$ cat src/design/page_frame_alias_table_defines.svh
// Assertion macros used by the page frame alias table sequencer (pfat_seq).
// Depends on nothing; expects clk and rst_n in the scope of each use.
`ifndef PAGE_FRAME_ALIAS_TABLE_DEFINES_SVH
`define PAGE_FRAME_ALIAS_TABLE_DEFINES_SVH

`ifndef SYNTH
// checked outside reset
`define PFAT_ASSERT(name, prop, msg) \
  name: assert property (@(posedge clk) disable iff (!rst_n) prop) else $error(msg);
// checked on every edge, reset included
`define PFAT_ASSERT_ALWAYS(name, prop, msg) \
  name: assert property (@(posedge clk) prop) else $error(msg);
`else
`define PFAT_ASSERT(name, prop, msg)
`define PFAT_ASSERT_ALWAYS(name, prop, msg)
`endif

`endif

$ cat src/design/pfat_pkg.sv
// Package for the page frame alias table: sizes, codes and transaction types.
// Used by every module of the block.
package pfat_pkg;

  localparam int FRAMES  = 1024;
  localparam int ALIASES = 2;
  localparam int SLOTS   = FRAMES * ALIASES;
  localparam int SLOT_W  = $clog2(SLOTS);
  localparam int FRAME_W = $clog2(FRAMES);
  localparam int SUB_W   = (ALIASES > 1) ? $clog2(ALIASES) : 1;
  localparam int IDX_W   = 10;

  localparam logic [SLOT_W-1:0] LAST_SLOT = SLOT_W'(SLOTS - 1);
  localparam logic [SUB_W-1:0]  LAST_SUB  = SUB_W'(ALIASES - 1);

  typedef enum logic [1:0] {
    OP_GET     = 2'd0,
    OP_ALIAS   = 2'd1,
    OP_RELEASE = 2'd2
  } op_t;

  localparam logic [2:0] ST_OK        = 3'd0;
  localparam logic [2:0] ST_NO_FRAME  = 3'd1;
  localparam logic [2:0] ST_REFUSED   = 3'd2;
  localparam logic [2:0] ST_NO_SOURCE = 3'd3;
  localparam logic [2:0] ST_NO_SLOT   = 3'd4;
  localparam logic [2:0] ST_NOT_FOUND = 3'd5;

  typedef struct packed {
    logic [1:0]  op;
    logic [15:0] owner;
    logic [31:0] addr;
    logic [15:0] src_owner;
    logic [31:0] src_addr;
    logic        grant_refused;
  } in_item_t;

  typedef struct packed {
    logic [2:0]       status;
    logic [IDX_W-1:0] frame_index;
    logic [31:0]      mapped_addr;
  } out_item_t;

  typedef struct packed {
    logic [15:0] owner;
    logic [31:0] addr;
  } slot_t;

  typedef struct packed {
    logic              en;
    logic [SLOT_W-1:0] addr;
    slot_t             data;
  } ram_wr_t;

  typedef struct packed {
    logic in_ready;
    logic done;
  } seq_stat_t;

endpackage

$ cat src/design/pfat_seq.sv
// Sequencer: clearing pass, slot scan with one shared compare unit, table updates.
// Depends on pfat_pkg and page_frame_alias_table_defines.svh.
`include "page_frame_alias_table_defines.svh"

module pfat_seq import pfat_pkg::*; (
  input  logic              clk,
  input  logic              rst_n,
  input  logic              in_valid,
  input  in_item_t          in_data,
  input  logic              res_pop,
  output seq_stat_t         stat,
  output out_item_t         res,
  output ram_wr_t           wr,
  output logic [SLOT_W-1:0] raddr,
  input  slot_t             rdata
);

  typedef enum logic [2:0] {S_CLEAR, S_IDLE, S_SCAN, S_FILL, S_DONE} state_t;

  state_t             state_r, state_nxt;
  in_item_t           item_r, item_nxt;
  out_item_t          res_r, res_nxt;
  logic [SLOT_W-1:0]  iss_addr_r, iss_addr_nxt;
  logic [SUB_W-1:0]   iss_sub_r, iss_sub_nxt;
  logic [FRAME_W-1:0] iss_frame_r, iss_frame_nxt;
  logic               iss_on_r, iss_on_nxt;
  logic               tv_r, tv_nxt;
  logic [SLOT_W-1:0]  t_slot_r, t_slot_nxt;
  logic [SUB_W-1:0]   t_sub_r, t_sub_nxt;
  logic [FRAME_W-1:0] t_frame_r, t_frame_nxt;
  logic               frame_empty_r, frame_empty_nxt;

  logic              issuing;
  logic              get_eff;
  logic              src_hit;
  logic              rel_hit;
  logic [SLOT_W-1:0] base_slot;
  logic [IDX_W-1:0]  t_idx;

  // shared compare unit: works on the slot returned for the tag in flight
  assign src_hit = (rdata.owner == item_r.src_owner) && (item_r.src_owner != '0) &&
                   (rdata.addr == item_r.src_addr);
  assign rel_hit = (rdata.owner == item_r.owner) && (item_r.owner != '0) &&
                   (rdata.addr == item_r.addr);
  assign get_eff = ((t_sub_r == '0) || frame_empty_r) && (rdata.owner == '0);
  assign base_slot = t_slot_r - SLOT_W'(t_sub_r);
  assign t_idx = IDX_W'(t_frame_r);
  assign issuing = ((state_r == S_SCAN) || (state_r == S_FILL)) && iss_on_r;

  always_comb begin
    state_nxt       = state_r;
    item_nxt        = item_r;
    res_nxt         = res_r;
    iss_addr_nxt    = iss_addr_r;
    iss_sub_nxt     = iss_sub_r;
    iss_frame_nxt   = iss_frame_r;
    iss_on_nxt      = iss_on_r;
    tv_nxt          = 1'b0;
    t_slot_nxt      = t_slot_r;
    t_sub_nxt       = t_sub_r;
    t_frame_nxt     = t_frame_r;
    frame_empty_nxt = frame_empty_r;
    wr              = '0;

    if (issuing) begin
      tv_nxt       = 1'b1;
      t_slot_nxt   = iss_addr_r;
      t_sub_nxt    = iss_sub_r;
      t_frame_nxt  = iss_frame_r;
      iss_addr_nxt = iss_addr_r + SLOT_W'(1);
      if (iss_sub_r == LAST_SUB) begin
        iss_sub_nxt   = '0;
        iss_frame_nxt = iss_frame_r + FRAME_W'(1);
      end else begin
        iss_sub_nxt = iss_sub_r + SUB_W'(1);
      end
      if ((state_r == S_SCAN) ? (iss_addr_r == LAST_SLOT) : (iss_sub_r == LAST_SUB)) begin
        iss_on_nxt = 1'b0;
      end
    end

    case (state_r)
      S_CLEAR: begin
        wr.en        = 1'b1;
        wr.addr      = iss_addr_r;
        wr.data      = '0;
        iss_addr_nxt = iss_addr_r + SLOT_W'(1);
        if (iss_addr_r == LAST_SLOT) begin
          state_nxt = S_IDLE;
        end
      end
      S_IDLE: begin
        if (in_valid) begin
          item_nxt = in_data;
          case (in_data.op)
            OP_GET, OP_ALIAS, OP_RELEASE: begin
              state_nxt       = S_SCAN;
              iss_addr_nxt    = '0;
              iss_sub_nxt     = '0;
              iss_frame_nxt   = '0;
              iss_on_nxt      = 1'b1;
              frame_empty_nxt = 1'b1;
            end
            default: begin
              res_nxt   = '{status: ST_NOT_FOUND, frame_index: '0, mapped_addr: '0};
              state_nxt = S_DONE;
            end
          endcase
        end
      end
      S_SCAN: begin
        if (tv_r) begin
          case (item_r.op)
            OP_GET: begin
              if ((t_sub_r == LAST_SUB) && get_eff) begin
                wr.en   = 1'b1;
                wr.addr = base_slot;
                if (item_r.grant_refused) begin
                  wr.data = '0;
                  res_nxt = '{status: ST_REFUSED, frame_index: '0, mapped_addr: '0};
                end else begin
                  wr.data = '{owner: item_r.owner, addr: item_r.addr};
                  res_nxt = '{status: ST_OK, frame_index: t_idx, mapped_addr: item_r.addr};
                end
                state_nxt  = S_DONE;
                iss_on_nxt = 1'b0;
                tv_nxt     = 1'b0;
              end else if (t_slot_r == LAST_SLOT) begin
                res_nxt    = '{status: ST_NO_FRAME, frame_index: '0, mapped_addr: '0};
                state_nxt  = S_DONE;
                iss_on_nxt = 1'b0;
                tv_nxt     = 1'b0;
              end else begin
                frame_empty_nxt = get_eff;
              end
            end
            OP_ALIAS: begin
              if (src_hit) begin
                // rescan the source frame for its first empty slot
                state_nxt     = S_FILL;
                iss_addr_nxt  = base_slot;
                iss_sub_nxt   = '0;
                iss_frame_nxt = t_frame_r;
                iss_on_nxt    = 1'b1;
                tv_nxt        = 1'b0;
              end else if (t_slot_r == LAST_SLOT) begin
                res_nxt    = '{status: ST_NO_SOURCE, frame_index: '0, mapped_addr: '0};
                state_nxt  = S_DONE;
                iss_on_nxt = 1'b0;
                tv_nxt     = 1'b0;
              end
            end
            OP_RELEASE: begin
              if (rel_hit) begin
                wr.en      = 1'b1;
                wr.addr    = t_slot_r;
                wr.data    = '0;
                res_nxt    = '{status: ST_OK, frame_index: t_idx, mapped_addr: '0};
                state_nxt  = S_DONE;
                iss_on_nxt = 1'b0;
                tv_nxt     = 1'b0;
              end else if (t_slot_r == LAST_SLOT) begin
                res_nxt    = '{status: ST_NOT_FOUND, frame_index: '0, mapped_addr: '0};
                state_nxt  = S_DONE;
                iss_on_nxt = 1'b0;
                tv_nxt     = 1'b0;
              end
            end
            default: begin
              res_nxt    = '{status: ST_NOT_FOUND, frame_index: '0, mapped_addr: '0};
              state_nxt  = S_DONE;
              iss_on_nxt = 1'b0;
              tv_nxt     = 1'b0;
            end
          endcase
        end
      end
      S_FILL: begin
        if (tv_r) begin
          if (rdata.owner == '0) begin
            if (item_r.grant_refused) begin
              res_nxt = '{status: ST_REFUSED, frame_index: '0, mapped_addr: '0};
            end else begin
              wr.en   = 1'b1;
              wr.addr = t_slot_r;
              wr.data = '{owner: item_r.owner, addr: item_r.addr};
              res_nxt = '{status: ST_OK, frame_index: t_idx, mapped_addr: item_r.addr};
            end
            state_nxt  = S_DONE;
            iss_on_nxt = 1'b0;
            tv_nxt     = 1'b0;
          end else if (t_sub_r == LAST_SUB) begin
            res_nxt    = '{status: ST_NO_SLOT, frame_index: '0, mapped_addr: '0};
            state_nxt  = S_DONE;
            iss_on_nxt = 1'b0;
            tv_nxt     = 1'b0;
          end
        end
      end
      S_DONE: begin
        if (res_pop) begin
          state_nxt = S_IDLE;
        end
      end
      default: begin
        state_nxt = S_IDLE;
      end
    endcase
  end

  always_ff @(posedge clk) begin
    if (!rst_n) begin
      state_r    <= S_CLEAR;
      iss_addr_r <= '0;
      iss_on_r   <= 1'b0;
      tv_r       <= 1'b0;
    end else begin
      state_r    <= state_nxt;
      iss_addr_r <= iss_addr_nxt;
      iss_on_r   <= iss_on_nxt;
      tv_r       <= tv_nxt;
    end
    item_r        <= item_nxt;
    res_r         <= res_nxt;
    iss_sub_r     <= iss_sub_nxt;
    iss_frame_r   <= iss_frame_nxt;
    t_slot_r      <= t_slot_nxt;
    t_sub_r       <= t_sub_nxt;
    t_frame_r     <= t_frame_nxt;
    frame_empty_r <= frame_empty_nxt;
  end

  assign raddr         = iss_addr_r;
  assign res           = res_r;
  assign stat.in_ready = (state_r == S_IDLE);
  assign stat.done     = (state_r == S_DONE);

  `PFAT_ASSERT(a_wr_when_busy, wr.en |-> (state_r == S_CLEAR || state_r == S_SCAN || state_r == S_FILL), "table write outside clear or scan")
  `PFAT_ASSERT(a_tag_in_scan, tv_r |-> (state_r == S_SCAN || state_r == S_FILL), "slot tag live outside a scan")
  `PFAT_ASSERT(a_done_holds, (state_r == S_DONE && !res_pop) |=> (state_r == S_DONE && $stable(res_r)), "result dropped before it was taken")
  `PFAT_ASSERT(a_get_addr, (state_r == S_DONE && item_r.op == OP_GET && res_r.status == ST_OK) |-> (res_r.mapped_addr == item_r.addr), "get result address mismatch")
  `PFAT_ASSERT_ALWAYS(a_reset_clear, !rst_n |=> (state_r == S_CLEAR && !tv_r), "reset did not start the clearing pass")

endmodule

$ cat config.mk
export PLATFORM = sky130hd
export DESIGN_NAME = pfat_seq
export DESIGN_NICKNAME = d
export VERILOG_FILES = /design/src/design/pfat_pkg.sv /design/src/design/pfat_seq.sv
export VERILOG_INCLUDE_DIRS = /design/src /design/src/design
export SDC_FILE = /design/constraint.sdc
export NUM_CORES = 1
export LEC_CHECK = 0
export BUFFER_PORTS_ARGS = -buffer_cell sky130_fd_sc_hd__buf_2
export CAP_MARGIN = 20
export CORE_ASPECT_RATIO = 1.25
export CORE_MARGIN = 4
export CORE_UTILIZATION = 50
export CTS_BUF_LIST = sky130_fd_sc_hd__clkbuf_4
export DETAILED_ROUTE_END_ITERATION = 10
export HOLD_SLACK_MARGIN = 0.05
export PLACE_DENSITY = 0.89
export SLEW_MARGIN = 20
export SYNTH_ARGS = -nofsm -noshare
export SYNTH_HDL_FRONTEND = slang
export SYNTH_SLANG_ARGS = --single-unit
$ cat constraint.sdc
create_clock -name clk -period 8.1 [get_ports clk]
set_clock_uncertainty 0.15 [all_clocks]
set_input_delay 0.81 -clock clk [delete_from_list [all_inputs] [get_ports clk]]
set_output_delay 0.81 -clock clk [all_outputs]
set_load 0.03 [all_outputs]
# Yosys cells after proc, flatten, opt, wreduce, memory -nomap -nowiden
# Index checks and enable logic that the tools add are counted.
dict set report word_totals {
  elab_cells 169
  reg_bits 194
}
dict set report op_classes {
  n_reduce_logical 22
  n_bitwise 1
  n_mux 94
  n_eq_ne 29
  addsub 4
}
# operator count
set op_table {}
lappend op_table {{45-bit two-way mux} 12}
lappend op_table {{60-bit two-way mux} 6}
lappend op_table {{45-bit one-hot mux with 3 select lines} 2}
lappend op_table {{60-bit one-hot mux with 3 select lines} 1}
lappend op_table {{60-bit one-hot mux with 2 select lines} 1}
lappend op_table {{10-bit two-way mux} 7}
lappend op_table {{11-bit two-way mux} 6}
lappend op_table {{32-bit == test} 2}
lappend op_table {{48-bit two-way mux} 1}
lappend op_table {{44-bit two-way mux} 1}
lappend op_table {{3-bit two-way mux} 12}
lappend op_table {{1-bit two-way mux} 35}
lappend op_table {{11-bit one-hot mux with 3 select lines} 1}
lappend op_table {{16-bit == test} 2}
lappend op_table {{16-bit nonzero test} 2}
lappend op_table {{11-bit == test, second input constant} 2}
lappend op_table {{10-bit one-hot mux with 2 select lines} 1}
lappend op_table {{16-bit zero test} 1}
lappend op_table {{2-bit inequality test, second input constant} 8}
lappend op_table {{3-bit one-hot mux with 5 select lines} 1}
lappend op_table {{11-bit by 1-bit adder with 11-bit output, second input constant} 1}
lappend op_table {{11-bit by 1-bit subtractor with 11-bit output} 1}
lappend op_table {{10-bit by 1-bit adder with 10-bit output, second input constant} 1}
lappend op_table {{10-bit AND reduction} 1}
lappend op_table {{other kinds (24)} 42}

# Logic depth before layout (Yosys ltp)
# Gate-level depths: netlist of run 1.
dict set report logic_depth {
  word_depth 9
  ltp_mapped 10
}

# Worst setup path after synthesis of run 1
# No wires, ideal clock.
dict set report synth_path {
  path_kind {input to register}
  startpoint {input port rdata[44] (netlist bit)}
  endpoint {register res_r, in the netlist res[0], enable pin}
  t_required_ns 7.488
  stages 8
  t_arrival_ns 4.336
  path_buffers 1
  setup_ns 0.462
  setup_slack_ns 3.151
  path_cell_list {nor4_2 nand4_2 or2_0 buf_2 nor2_1 a2bb2oi_1 o21ai_0 a21oi_1}
}
dict set report synth_between {
  elab_chain_cells 5
  word_cells_on_any_way 14
  classes_between {eq/ne: 6; reduce/logical: 8}
}
# item line
set synth_lines {}
lappend synth_lines {{start, declared} pfat_seq.sv:15} ;# input slot_t rdata
lappend synth_lines {{16-bit == test (tied with other cells)} pfat_seq.sv:43} ;# assign rel_hit = (rdata.owner == item_r.owner) && (item_r.owner != '0) &&
lappend synth_lines {{1-bit logical AND, on equally long branches} {pfat_seq.sv:43, pfat_seq.sv:41, pfat_seq.sv:45}}
lappend synth_lines {{1-bit logical AND, on equally long branches} {pfat_seq.sv:43, pfat_seq.sv:41, pfat_seq.sv:115}}
lappend synth_lines {{4-bit inequality test (no source line) or 3-bit inequality test (tied branches)} n/a}
lappend synth_lines {{10-bit AND reduction (no source line) (*)} n/a}
lappend synth_lines {{end signal, assigned} pfat_seq.sv:224} ;# res_r <= res_nxt;
lappend synth_lines {{end, declared} pfat_seq.sv:22} ;# out_item_t res_r, res_nxt;
# Mark *: on every way between the ends. The rest lies on a longest branch, timed or not.
# A chain may end at the register's enable or synchronous reset.

==> results.yml, run 1 <==
status:
  status: "finished, final reports clean"
cts:
  cts_tree: "built"
  cts_setup_buffers: 0
  cts_root_buf: "clkbuf_4"
  cts_resized: 0
  cts.sinks: 194
  clk_latency_ps: 580
  clkTransAtPathRegs_ps: 170
  cts.path.max_buffers: 2
  cts_hold_buf: 0
  h-tree-depth: 4
  numCtsBuffers: 17
power_and_ir_drop:
  p_per_area_nw_per_um2: 229
  ir_drop_mv: 0.158
  p_leak_nw: 4.54
  finalPower_mw: 2.54
routing:
  vias: 7392
  drt-pass1-iter-count: 5
  via_per_inst: 5.84
  drc: 0
  drtAntennaViolNets: 0
  wl_um: 27500
  wl_per_cell_um: 21.8
  drt-initial-drc-count: 811
setup_path:
  reg2reg_from: "state_r[1]$_SDFFE_PN0P_"
  critPathMaxFanout: 7
  r2r-end: "iss_frame_r[8]$_DFF_P_"
  rr_worst_depth: 6
  critPathKind: "flip-flop to output port"
  crit_path_start_kind: "flip-flop"
  cp.required_ps: 7140
  ff2ff_setup_slack_ps: 4120
  worstPathArrival_ps: 3550
  cp-end-kind: "output port"
timing:
  setup_viol: 0
  finalHoldViolCount: 0
  final.setup.tns_ps: 0
  relSlewSlack_pct: 36.9
  fmax_mhz: 222
  final-max-slew-violation-count: 0
  rsz0062_at_grt: "false"
  min_period_ps: 4510
  hold_slack_ps: 235
  worst_slew_pin_slew_ps: 942
  setup_slack_ps: 3590
  layout_worst_path_cycle_share_pct: 55.7
floorplan:
  rows: 55
  core-area_um2: 18200
  die_w_um: 130
  start_util_pct: 50.9
  pin_count: 269
  die_h_um: 160
  die_area_um2: 20800
cells_and_area:
  final_area_um2: 11100
  nNetsFinal: 1176
  area_delta_synth_final_pct: 20.0
  fin_util_pct: 61.1
  drive_above_1_share_pct: 30.9
  layout.cells.non_filler: 1266
synthesis:
  syn_inst: 763
  yosysUniqueCellTypes: 56
  synth_top_flop_cell: "edfxtp_1"
  syn_nets: 918
  syn_area_um2: 9250
  synthArstFlopShare_pct: 0
  synth-edff-count: 167
  avgSynthCellArea_um2: 12.1
  synth-seq-cells: 194
  synth_warnings: 0
  yosysSeqAreaShare_pct: 60.1
global_routing:
  grtUsageTotal_pct: 26.3
  grt_max_degree: 82
  grt_overflow: 0
  antenna_found_initial: 5
  grt_pass1_vias: 7261
  grt_pass1_wl_um: 41100
placed_design:
  port_buffers: 268
  routabilityCongestion: 1.06
  pre_cts_ws_ps: 3640
  dp_cells: 1229
  placedInstanceArea_um2: 10800
  post-dp-hpwl_um: 21100
min_path:
  holdPathEnd: "item_r[38]$_DFFE_PP_"
  hp-start: "in_data[38]"
  hold_depth: 1
  hold_path_class: "input pin to flip-flop"
flow_run:
  drv_cap: 0
-- layer usage --
| layer | global-route usage (%) | wire, µm | up-vias |
|---|---|---|---|
| met5 | 0 | 0 | - |
| li1 | - | - | 3345 |
| met1 | 31.5 | 9810 | 3498 |
| met3 | 5.96 | 2380 | 86 |
| met4 | 12.5 | 1290 | 0 |
| met2 | 44.5 | 14100 | 463 |
-- final cells by class --
type                       count  area (µm²)
fill                        1481        7070
antenna                        5        12.5
clock buffer                  17         128
timing repair buffer         275        1390
multi-input combinational    515        3510
tap                          228         285
inverter                      18        67.6
sequential                   194        5560
clock inverter                14         145
-- worst max path at each step --
stage,cells past startpoint,from,to,slack [ps]
after floorplan,8,rdata[44],res[0]$_DFFE_PP_,3150
after global placement,9,rdata[35],wr[49],3560
after detailed placement,8,rdata[32],iss_frame_r[8]$_DFF_P_,3640
after CTS,8,state_r[1]$_SDFFE_PN0P_,wr[53],3450
after global routing,8,item_r[88]$_DFFE_PP_,wr[48],3350
final,8,item_r[88]$_DFFE_PP_,wr[49],3590
-- logic make-up (layout without fill, tap and decap cells) --
| logic type | after synthesis | after routing | synth area share (%) |
|---|---|---|---|
| AO/OA/AOI/OAI | 102 | 102 | 7.82 |
| XOR/XNOR | 130 | 130 | 12.3 |
| adder cells (fa/ha/maj) | 4 | 4 | 0.541 |
| buffers and inverters | 54 | 324 | 2.30 |
| flip-flops | 194 | 194 | 60.1 |
| multiplexers | 1 | 1 | 0.108 |
| other | 0 | 5 | 0 |
| AND/OR/NAND/NOR | 278 | 278 | 16.9 |
-- flip-flops by register name (all words and copies together), names as in the netlist --
register       flops
t_frame_r         10
tv_r               1
res               45
state_r            3
iss_frame_r       10
t_slot_r          11
iss_on_r           1
raddr             11
iss_sub_r          1
item_r            99
t_sub_r            1
frame_empty_r      1
-- cells in the mapped netlist, types with 3 or more instances --
library cell  count  area (µm²)
edfxtp_1        167        5010
xnor2_1          76         666
and3_1           58         363
xor2_1           54         473
nand2_1          44         165
nor2_1           38         143
and2_1           35         219
clkbuf_1         32         120
dfxtp_1          27         541
nand4_1          26         163
nor4_1           20         125
inv_1            18        67.6
a21oi_1          16        80.1
nand3_1          16        80.1
o21ai_0          16        80.1
o22ai_1          16         100
nor3_1           12        60.1
a221o_1           8        80.1
a2bb2oi_1         7        61.3
a31oi_1           7        43.8
nor2b_1           6        37.5
a21o_1            5        37.5
nor4_2            5        62.6
o2bb2ai_1         5        43.8
ha_1              4        50.1
a211o_1           3        26.3
nor3b_1           3        22.5
o31ai_1           3        22.5
-- power by group --
part           internal, mW  switching [mW]
Combinational         0.199           0.443
Sequential             1.28           0.115
Clock                 0.162           0.350
-- cell usage in the layout, fill, tap and decap left out, drive strengths merged, types with 4 or more instances in the layout --
cell type / Yosys / routed
xnor2: 76 / 76
nor2: 38 / 38
nor2b: 6 / 6
dfxtp: 27 / 27
and2: 35 / 35
o2bb2ai: 5 / 5
diode: 0 / 5
a221o: 8 / 8
edfxtp: 167 / 167
o21ai: 17 / 17
inv: 18 / 25
nor3: 12 / 12
nor4: 25 / 25
a21oi: 16 / 16
nand3: 16 / 16
and3: 58 / 58
o31ai: 5 / 5
ha: 4 / 4
nand2: 44 / 44
a31oi: 7 / 7
clkinv: 0 / 6
buf: 4 / 275
a21o: 5 / 5
o22ai: 16 / 16
xor2: 54 / 54
a2bb2oi: 7 / 7
nand4: 27 / 27
clkbuf: 32 / 17
-- critical path: stages (launching register included) --
cell	delay [ps]
edfxtp_1	510
xnor2_1	410
nand4_1	240
nor4_1	290
and4_1	340
a31oi_1	280
nor2_1	450
a221o_1	240
buf_2	200
No activity file was read; power rests on OpenSTA's default activity.
==> run 2: changes to the inputs <==
clock period = 4.5 ns   (was 8.1 ns; I/O delays follow)
==> results.yml, run 2 (synthesized netlist as in run 1, its figures left out) <==
cells_and_area:
  largest_register_ffs: 99
  final_common_cell: "buf_2"
  nNetsFinal: 1281
  fin_util_pct: 67.0
  drive_above_1_share_pct: 28.6
  layout_common_cells: "268 x buf_2, 167 x edfxtp_1, 101 x dlygate4sd3_1"
  area_delta_synth_final_pct: 31.6
  largest_register: "item_r"
  fillers: 1264
  layout.area.seq_um2: 5560
  multiInputGateArea_um2: 3510
floorplan:
  core-area_um2: 18200
  die_h_um: 160
  die_area_um2: 20800
  pin_count: 269
  die_w_um: 130
  rows: 55
  start_util_pct: 50.9
setup_path:
  crit_path_start_kind: "flip-flop"
  critPathMaxFanout: 7
  reg2reg_from: "item_r[84]$_DFFE_PP_"
  r2r-end: "res[14]$_DFFE_PP_"
  cp.required_ps: 3900
  worstPathArrival_ps: 3780
  rr_worst_depth: 8
  ff2ff_setup_slack_ps: 890
  critPathKind: "flip-flop to output port"
  cp-end-kind: "output port"
cts:
  clk_latency_ps: 590
  cts_hold_buf: 101
  cts_root_buf: "clkbuf_4"
  numCtsBuffers: 17
  cts.sinks: 194
  cts_resized: 0
  clkTransAtPathRegs_ps: 200
  h-tree-depth: 4
  cts_tree: "built"
  cts_setup_buffers: 0
  cts.path.max_buffers: 2
routing:
  drc: 0
  vias: 8189
  drtAntennaViolNets: 0
  wl_um: 31500
  drt-initial-drc-count: 1069
  drt-pass1-iter-count: 7
  via_per_inst: 5.99
  wl_per_cell_um: 23.0
global_routing:
  grtUsageTotal_pct: 30.1
  antenna_found_initial: 1
  grt_pass1_wl_um: 47600
  grt_overflow: 0
  grt_pass1_vias: 8280
  grt_max_degree: 82
flow_run:
  drv_cap: 0
timing:
  final.setup.tns_ps: 0
  final-max-slew-violation-count: 0
  relSlewSlack_pct: 25.8
  layout_worst_path_cycle_share_pct: 97.3
  min_period_ps: 4380
  rsz0062_at_grt: "false"
  fmax_mhz: 228
  finalHoldViolCount: 0
  worst_slew_pin_slew_ps: 1110
  setup_viol: 0
power_and_ir_drop:
  p_per_area_nw_per_um2: 394
  p_leak_nw: 4.99
  ir_drop_mv: 0.372
placed_design:
  post-dp-hpwl_um: 20700
  routabilityCongestion: 0.952
  port_buffers: 268
min_path:
  hold_path_class: "input pin to flip-flop"
  holdPathEnd: "state_r[0]$_SDFFE_PN0P_"
  hold_depth: 3
  hp-start: "rst_n"
status:
  status: "finished, final reports clean"
==> run 2: layer usage <==
| layer | global-route usage, % | up-vias | share of wire [%] |
|---|---|---|---|
| li1 | - | 3551 | - |
| met1 | 36.5 | 3813 | 35 |
| met2 | 49.3 | 676 | 49 |
| met3 | 7.46 | 149 | 11 |
| met4 | 15.9 | 0 | 6.1 |
| met5 | 0 | - | 0 |
==> run 2: critical path: stages (launching register included) <==
cell and delay (ps):
edfxtp_1 520, nor4_1 730, nand4_1 160, and3_1 210, and4_1 240, a31oi_1 550
nor2_1 240, or3_1 350, buf_2 180
==> run 2: power breakdown <==
part           switching, mW  leakage (nW)  internal (mW)  total (mW)
registers              0.216          1.74           2.30        2.51
clock network          0.695         0.169          0.322        1.02
logic                  0.839          3.09          0.432        1.27
==> run 2: layout make-up <==
cell class	instances	share of cell area, %
diodes	1	0.0206
clock buffers	18	1.11
clock inverters	14	1.49
inverters	18	0.555
multi-input cells	515	28.8
flip-flops and latches	194	45.6
well taps	228	2.34
repair buffers	380	20.0
==> run 2: worst max-delay path by stage <==
| stage | cells past startpoint | endpoint | startpoint | slack, ps |
|---|---|---|---|---|
| floorplan | 3 | item_r[0]$_DFFE_PP_ | state_r[0]$_SDFFE_PN0P_ | 690 |
| global placement | 9 | res[10]$_DFFE_PP_ | rdata[35] | 890 |
| finish | 8 | wr[59] | item_r[85]$_DFFE_PP_ | 120 |
| global route | 8 | wr[58] | item_r[84]$_DFFE_PP_ | 60 |
| CTS | 8 | wr[49] | item_r[84]$_DFFE_PP_ | 370 |
| detailed placement | 9 | res[36]$_DFFE_PP_ | rdata[35] | 910 |
==> run 2: per-stage QoR <==
step                hold WS [ps]  setup slack [ps]  cells  power (mW)  area [µm²]
CTS                         60.6               367   1367        4.75       12200
global placement             282               890   1234        3.67       10800
detailed placement           301               909   1234        3.70       10800
floorplan                    278               693    763        3.25        9250
global route                70.1              64.2   1368        4.98       12200
finish                       140               122   1368        4.80       12200
==> run 3: changes to the inputs <==
SETUP_SLACK_MARGIN = 0.15   (was unset)
==> results.yml, run 3 (synthesized netlist as in run 1, its figures left out) <==
power_and_ir_drop:
  p_leak_nw: 5.00
  ir_drop_mv: 0.372
  finalPower_mw: 4.80
  p_per_area_nw_per_um2: 394
cts:
  cts_root_buf: "clkbuf_4"
  cts.path.max_buffers: 2
  cts_tree: "built"
  numCtsBuffers: 17
  clkTransAtPathRegs_ps: 190
  clk_latency_ps: 600
  cts.sinks: 194
  h-tree-depth: 4
setup_path:
  critPathMaxFanout: 7
  cp.required_ps: 3900
  worstPathArrival_ps: 3590
  cp-end-kind: "output port"
  critPathKind: "flip-flop to output port"
  crit_path_start_kind: "flip-flop"
global_routing:
  grt_max_degree: 82
  grt_overflow: 0
  grtUsageTotal_pct: 30.1
  antenna_found_initial: 1
  grt_pass1_vias: 8280
  grt_pass1_wl_um: 47600
cells_and_area:
  layout_common_cells: "268 x buf_2, 167 x edfxtp_1, 101 x dlygate4sd3_1"
  nNetsFinal: 1281
  drive_above_1_share_pct: 28.8
  layout.area.seq_um2: 5560
  area_delta_synth_final_pct: 31.7
  multiInputGateArea_um2: 3520
  fillers: 1263
  largest_register_ffs: 99
  final_common_cell: "buf_2"
  largest_register: "item_r"
timing:
  setup_viol: 0
  setup_slack_ps: 310
  fmax_mhz: 239
  rsz0062_at_grt: "false"
  layout_worst_path_cycle_share_pct: 93.1
  min_period_ps: 4190
  finalHoldViolCount: 0
  final-max-slew-violation-count: 0
  worst_slew_pin_slew_ps: 1100
  final.setup.tns_ps: 0
  relSlewSlack_pct: 26.3
placed_design:
  port_buffers: 268
  pre_cts_ws_ps: 909
  post-dp-hpwl_um: 20700
  routabilityCongestion: 0.952
floorplan:
  rows: 55
  die_w_um: 130
  core-area_um2: 18200
  die_h_um: 160
  start_util_pct: 50.9
  die_area_um2: 20800
  pin_count: 269
status:
  status: "finished, final reports clean"
routing:
  wl_per_cell_um: 23.0
  wl_um: 31500
  vias: 8103
  via_per_inst: 5.92
  drc: 0
  drt-initial-drc-count: 1024
  drt-pass1-iter-count: 5
  drtAntennaViolNets: 0
flow_run:
  drv_cap: 0
min_path:
  hold_path_class: "input pin to flip-flop"
## run 3: cell counts in the layout (fill, tap and decap cells not counted)
No cell type changed its count.
## run 3: cell type report
class                   instances  area share [%]
diodes                          1          0.0205
clock buffers                  18            1.11
clock inverters                14            1.49
inverters                      18           0.554
multi-input cells             515            28.9
flip-flops and latches        194            45.6
well taps                     228            2.34
repair buffers                380            20.0
## run 3: timing repair
item,in CTS,in global routing
gates resized for setup,0,2
hold buffers,101,0
setup endpoints to repair,0,7
setup buffers,0,0
endpoints found under the hold margin,100,0
## run 3: critical path, cell delays in order (launching register included)
cell and delay, ps:
edfxtp_1 490, nor4_1 650, nand4_1 160, and3_1 200, and4_1 240, a31oi_1 500, nor2_1 230, or3_1 340
buf_2 180
## run 3: per-layer routing
layer  GRT usage (%)  share of wire [%]  up-vias
li1                -                  -     3552
met1            36.5                 34     3738
met2            49.3                 49      663
met3            7.46                 11      150
met4            15.9                6.2        0
met5               0                  0        -
## run 3: power by group
part / total (mW) / internal, mW / switching (mW)
clock network: 1.02 / 0.322 / 0.695
logic: 1.27 / 0.433 / 0.839
registers: 2.51 / 2.30 / 0.216
## run 3: final timing paths
check                           slack [ps]                endpoint  cells past startpoint                   start
worst max-delay path                   310                  wr[59]                      8    item_r[93]$_DFFE_PP_
worst min-delay path                   130    raddr[10]$_SDFF_PN0_                      2                   rst_n
worst max register to register        1020       res[21]$_DFFE_PP_                      8    item_r[84]$_DFFE_PP_
worst min register to register         340  t_frame_r[9]$_DFFE_PN_                      0  iss_frame_r[9]$_DFF_P_
## run 3: metrics by stage
step | util [%] | hold WS, ps | std cells | instance area (µm²)
global placement | 59.7 | 282 | 1234 | 10800
finish | 67.1 | 126 | 1368 | 12200
detailed placement | 59.7 | 301 | 1234 | 10800
CTS | 67.0 | 60.6 | 1367 | 12200
global route | 67.1 | 66.8 | 1368 | 12200
floorplan | - | 278 | 763 | 9250
